==> src/hdl/aes_block_cipher_defines.svh <==
// Assertion macros shared by the AES block cipher RTL.
// Included by modules that carry concurrent assertions; no other dependencies.
`ifndef AES_BLOCK_CIPHER_DEFINES_SVH
`define AES_BLOCK_CIPHER_DEFINES_SVH
`ifndef SYNTHESIS
`define AES_ASSERT_IMPL(lbl, clk, rst_n, pre, post) \
    lbl: assert property (@(posedge clk) disable iff (!rst_n) (pre) |-> (post)) \
        else $error("assertion failed");
`define AES_ASSERT_NEXT(lbl, clk, rst_n, pre, post) \
    lbl: assert property (@(posedge clk) disable iff (!rst_n) (pre) |=> (post)) \
        else $error("assertion failed");
`else
`define AES_ASSERT_IMPL(lbl, clk, rst_n, pre, post)
`define AES_ASSERT_NEXT(lbl, clk, rst_n, pre, post)
`endif
`endif

==> src/hdl/aes_ram.sv <==
// Generic single-write, single-read RAM with a registered read port.
// No dependencies.
module aes_ram #(
    parameter int WIDTH = 128,
    parameter int DEPTH = 15
) (
    input  logic                     i_clk,
    input  logic                     i_we,
    input  logic [$clog2(DEPTH)-1:0] i_waddr,
    input  logic [WIDTH-1:0]         i_wdata,
    input  logic                     i_re,
    input  logic [$clog2(DEPTH)-1:0] i_raddr,
    output logic [WIDTH-1:0]         o_rdata
);
    logic [WIDTH-1:0] r_mem [DEPTH];
    logic [WIDTH-1:0] r_rdata;

    always_ff @(posedge i_clk) begin
        if (i_we) begin
            r_mem[i_waddr] <= i_wdata;
        end
        if (i_re) begin
            r_rdata <= r_mem[i_raddr];
        end
    end

    assign o_rdata = r_rdata;
endmodule

==> config.mk <==
export PLATFORM = sky130hd
export DESIGN_NAME = aes_ram
export DESIGN_NICKNAME = d
export VERILOG_FILES = /design/src/hdl/aes_block_cipher_defines.svh /design/src/hdl/aes_ram.sv
export SDC_FILE = /design/constraint.sdc
export NUM_CORES = 2
export LEC_CHECK = 0
export BUFFER_PORTS_ARGS = -buffer_cell sky130_fd_sc_hd__buf_2
export CAP_MARGIN = 20
export CORE_ASPECT_RATIO = 1.4
export CORE_UTILIZATION = 38
export DETAILED_ROUTE_END_ITERATION = 10
export PLACE_DENSITY = 0.65
export RECOVER_POWER = 100
export SYNTH_ARGS = -nofsm -noshare
export SYNTH_HDL_FRONTEND = slang
export SYNTH_SLANG_ARGS = --single-unit
export TNS_END_PERCENT = 1
==> constraint.sdc <==
create_clock -name i_clk -period 10.8 [get_ports i_clk]
set_clock_uncertainty 0.15 [all_clocks]
set_input_delay 0.54 -clock i_clk [delete_from_list [all_inputs] [get_ports i_clk]]
set_output_delay 0.54 -clock i_clk [all_outputs]
set_load 0.02 [all_outputs]
### Word-level counts from Yosys, hierarchy flattened

Memory sizes are Yosys's and may differ from the RTL's. A register that Yosys moved wholly into a read port is not among the register bits.
Cells that the tools add are included.

| word-level totals | value |
|---|---|
| memories kept | 1 |
| output and inout port bits | 128 |
| logic and storage cells | 3 |
| bits in writable memories | 1920 |
| bits of input ports | 139 |
| bits in registers | 0 |

| cells by class | value |
|---|---|
| mux-type cells | 2 |

Memory list:

| memory | words | width | read ports | clocked after memory_dff | write ports | line | source |
|---|---|---|---|---|---|---|---|
| r_mem | 15 | 128 | 1 | 1 | 1 | aes_ram.sv:15 | `logic [WIDTH-1:0] r_mem [DEPTH];` |

Operators with widths:

| operator | count |
|---|---|
| $mux W1 | 2 |

### Logic depth before layout (Yosys ltp)

| depth | value |
|---|---|
| depth after elaboration | 2 |
| gate-level depth with buffers | 8 |
| depth with buffers taken out | 4 |

### Least setup slack after synthesis

No wires, ideal clock.

| timing path | value |
|---|---|
| path kind | input -> register |
| start point | input port i_waddr[2] |
| end point | memory r_mem[0][0] (enable) |
| data required time | 9.876 ns |
| buffers on the path | 0 |
| stages on the path | 2 |
| data arrival time | 9.693 ns |
| setup time | 0.774 ns |
| setup slack | 0.183 ns |
| cell sequence | or3b_2 > nor3_1 |

RTL lines:

| item | line | source |
|---|---|---|
| start: declaration | aes_ram.sv:9 | `input logic [$clog2(DEPTH)-1:0] i_waddr,` |
| end: declaration | aes_ram.sv:15 |  |

Straight into the memory's write port.

### Final worst setup path

| timing path | value |
|---|---|
| start point | input port i_re |
| end point | register r_rdata[12] (netlist: o_rdata[12]), read port of r_mem (enable) |

RTL lines:

| item | line | source |
|---|---|---|
| start: declaration | aes_ram.sv:11 | `input logic i_re,` |
| end: declaration | aes_ram.sv:16 | `logic [WIDTH-1:0] r_rdata;` |

No word-level cell between the ends.

==> impl_results.md <==
- Status: finished, violations left
- Violated checks: capacitance limit, slew limit
- Initial antenna violation count: 41
- VDD IR max: 0.1577 mV
- Number of max-cap violations: 29
- Initial DRC count: between 3000 and 4000
- Power Internal: around 13 mW
- GRT Residual Overflow: 0
- Port bufs: roughly 270
- Num CTS Buffers: 181
- Final std cells w/o fill: between 6000 and 7000
- CTS sink count: 2048
- Layout cells sized above 1: 0.1404
- Die Y: 534.4 microns
- Yosys warns: 0
- Root Driver: clkbuf_16
- Vias per cell: 5.471
- First-pass GRT wire length: between 200000 and 300000 microns
- Layout area overhead: 14.02%
- Worst hold start: i_raddr[2]
- TNS Setup: 0 ps
- Die Width: roughly 380 microns
- Worst-path clk slew: about 70 ps
- Worst path cell trace: clkbuf_1 > clkbuf_1
- Pwr dens: around 180 nW/um^2
- RD Place Congestion: roughly 0.7
- Post-synthesis sequential area ratio: 0.7993
- Yosys cell types: 30
- Hold Vio Cnt, Final: 0
- Static Leak: ~28 nW
- Vias: between 30000 and 40000
- Hold path endpoint: o_rdata[31]$_DFFE_PP_
- Max Root-Sink Buffers: 3
- Power Total: 16.14 mW
- Max frequency: between 100 and 150 MHz
- Avg Cell Area, Syn: 20.90 sq um
- DRC Markers: 0
- Max Transition Viols Final: 1230
- Worst r2r dst: o_rdata[121]$_DFFE_PP_
- 1st-pass router iterations: 5
- # IOs: roughly 270
- Reg2Reg Depth: 3
- CP Buf/Inv Count: 2
- RSZ-0062 raised after global routing: false
- Final setup vio count: 0
- Crit path DAT: between 6000 and 7000 ps
- CTS tree: built
- CP dominant cell by count: clkbuf_1
- Pin count of the biggest net entering global routing: roughly 120
- Relative slew slack: -4.205
- Slowest CP cell: clkbuf_1
- Placement Rows: a little under 200
- CP Launch Type: input port
- Setup CP Type: in -> reg
- Final min period: roughly 6800 ps
- Combinational group share of total power: 0.054
- Top delay family on crit path: buffers and inverters
- Critical path endpoint category: flop
- Sw Ratio: 0.2150
- Fin crit share: 0.6328
- Seq cells post-synth: 2048
- Hold path cells: 4
- Post-DRT Antenna Nets: 0
- CP max FO: a little under 50
- H-tree lvl count: 4
- Critical Path Stages: 2
- Finished Core Util: 0.4358
- Mapped Cells: approximately 3700
- Clk pwr share: 0.386
- Final wirelength: 187800 microns
- Synth Cell Area: about 77000 sq um
- Detailed-route wire length per cell: approximately 27 microns
- Skew-Pair Late Insertion Delay: ~820 ps
- CP required: 10950 ps
- Worst Hold Class: in -> reg
- Core area: around 200000 sq um
- CP peak stage delay: around 3300 ps
- Reg2reg start: r_mem[4][121]$_DFFE_PP_
- Reg2reg setup slack: about 9000 ps
- Mapped Nets: between 3000 and 4000
- Dpl hpwl: 94020 microns
- GRT Overall Usage: 0.1814
- Initial core utilization: 0.3822
- Final net count: between 4000 and 5000
- Switch Pwr: approximately 3.5 mW
- Vias in the first global route: just under 40000
- Worst-Margin Slew: 7808 ps
- Flop pwr share: 0.560
- Placed cell count: 6475
- Total Die Area: 204300 sq um
## cell usage in the layout, fill, tap and decap left out, types with 43 or more instances in the layout
cell type | netlist | routed
edfxtp_1 | 2048 | 2048
mux2i_1 | 360 | 360
clkbuf_1 | 69 | 314
mux4_2 | 268 | 268
clkbuf_16 | 0 | 183
nand2_1 | 130 | 130
a22oi_1 | 128 | 128
dlygate4sd3_1 | 0 | 128
nand2b_1 | 122 | 120
o22ai_1 | 116 | 116
a31oi_1 | 116 | 116
o21ai_0 | 13 | 111
clkinv_1 | 1 | 43
## state kept, by name, summed over array words and instances (netlist names)
signal	flops
r_mem	1920
o_rdata	128
## worst max-delay path by stage
stage          slack [ps]                       to  startpoint
3_5_place_dp         6480   o_rdata[102]$_DFFE_PP_  i_raddr[1]
6_report             3970    o_rdata[12]$_DFFE_PP_        i_re
2_1_floorplan         180    r_mem[0][0]$_DFFE_PP_  i_waddr[2]
3_3_place_gp         6520    o_rdata[88]$_DFFE_PP_  i_raddr[1]
5_1_grt              3730  r_mem[4][110]$_DFFE_PP_  i_waddr[3]
4_1_cts              7370   o_rdata[102]$_DFFE_PP_  i_raddr[1]
## through the flow
stage	setup slack (ps)	hold slack, ps	area [sq um]
2_1_floorplan	182.9	450.2	76940
3_3_place_gp	6522	465.4	81280
3_5_place_dp	6484	476.4	81290
4_1_cts	7372	207.0	88240
5_1_grt	3728	308.4	87720
6_report	3966	282.5	87730
## cell usage after synthesis
cell | instances | area [sq um]
or2_1 | 1 | 6.260
edfxtp_1 | 2048 | 61500
or3b_2 | 1 | 8.760
buf_1 | 11 | 41.29
a21oi_1 | 12 | 60.06
inv_2 | 1 | 3.750
clkbuf_1 | 69 | 259.0
clkinv_1 | 1 | 3.750
buf_6 | 22 | 247.7
nor2b_1 | 1 | 6.260
and2b_1 | 1 | 7.510
o22ai_1 | 116 | 725.7
nand3_1 | 1 | 5.000
buf_2 | 55 | 275.3
inv_1 | 1 | 3.750
mux4_2 | 268 | 6036
nand2b_1 | 122 | 763.2
nor2_2 | 1 | 6.260
a31oi_1 | 116 | 725.7
o21ai_1 | 103 | 515.5
o211ai_1 | 12 | 90.09
a22oi_1 | 128 | 960.9
o21ai_0 | 13 | 65.06
nor3_1 | 4 | 20.02
nand2_1 | 130 | 488.0
nor2_1 | 31 | 116.4
buf_4 | 50 | 375.4
nand3b_1 | 2 | 15.01
mux2i_1 | 360 | 3603
or2_2 | 1 | 6.260
## power by group through the flow
stage	sequential [mW]	combinational [mW]	clock, mW
after floorplan	9.23	0.454	0
after global placement	9.19	0.840	0
after detailed placement	9.20	0.858	0
after CTS	9.03	0.906	6.36
after global routing	9.05	0.935	6.62
final	9.04	0.864	6.23
## what timing repair did
action,4_1_cts,5_1_grt
resized for setup,0,0
hold endpoints to repair,1920,0
hold buffers,128,0
buffers inserted,0,0
## metal layers
metal,GRT usage,share of wire,up-vias
met5,0,0.0019,-
met4,0.04858,0.021,56
met2,0.2943,0.48,1264
li1,-,-,16090
met3,0.04136,0.075,304
met1,0.2460,0.42,20230
## logic make-up after synthesis
logic type | share of synthesized area
flip-flops | 0.7993
buffers and inverters | 0.01573
multiplexers | 0.1253
AND/OR/NAND/NOR | 0.01883
AO/OA/AOI/OAI | 0.04085
## layout make-up
| cell class | instances | area, sq um |
|---|---|---|
| antenna | 2 | 5.005 |
| clock buffer | 212 | 4688 |
| clock inverter | 119 | 973.4 |
| fill | 17270 | 113600 |
| inverter | 3 | 18.77 |
| multi-input combinational | 1424 | 14300 |
| sequential | 2048 | 61500 |
| tap | 2659 | 3327 |
| timing repair buffer | 469 | 2913 |
Note: power is estimated with default switching activity, not from simulation.
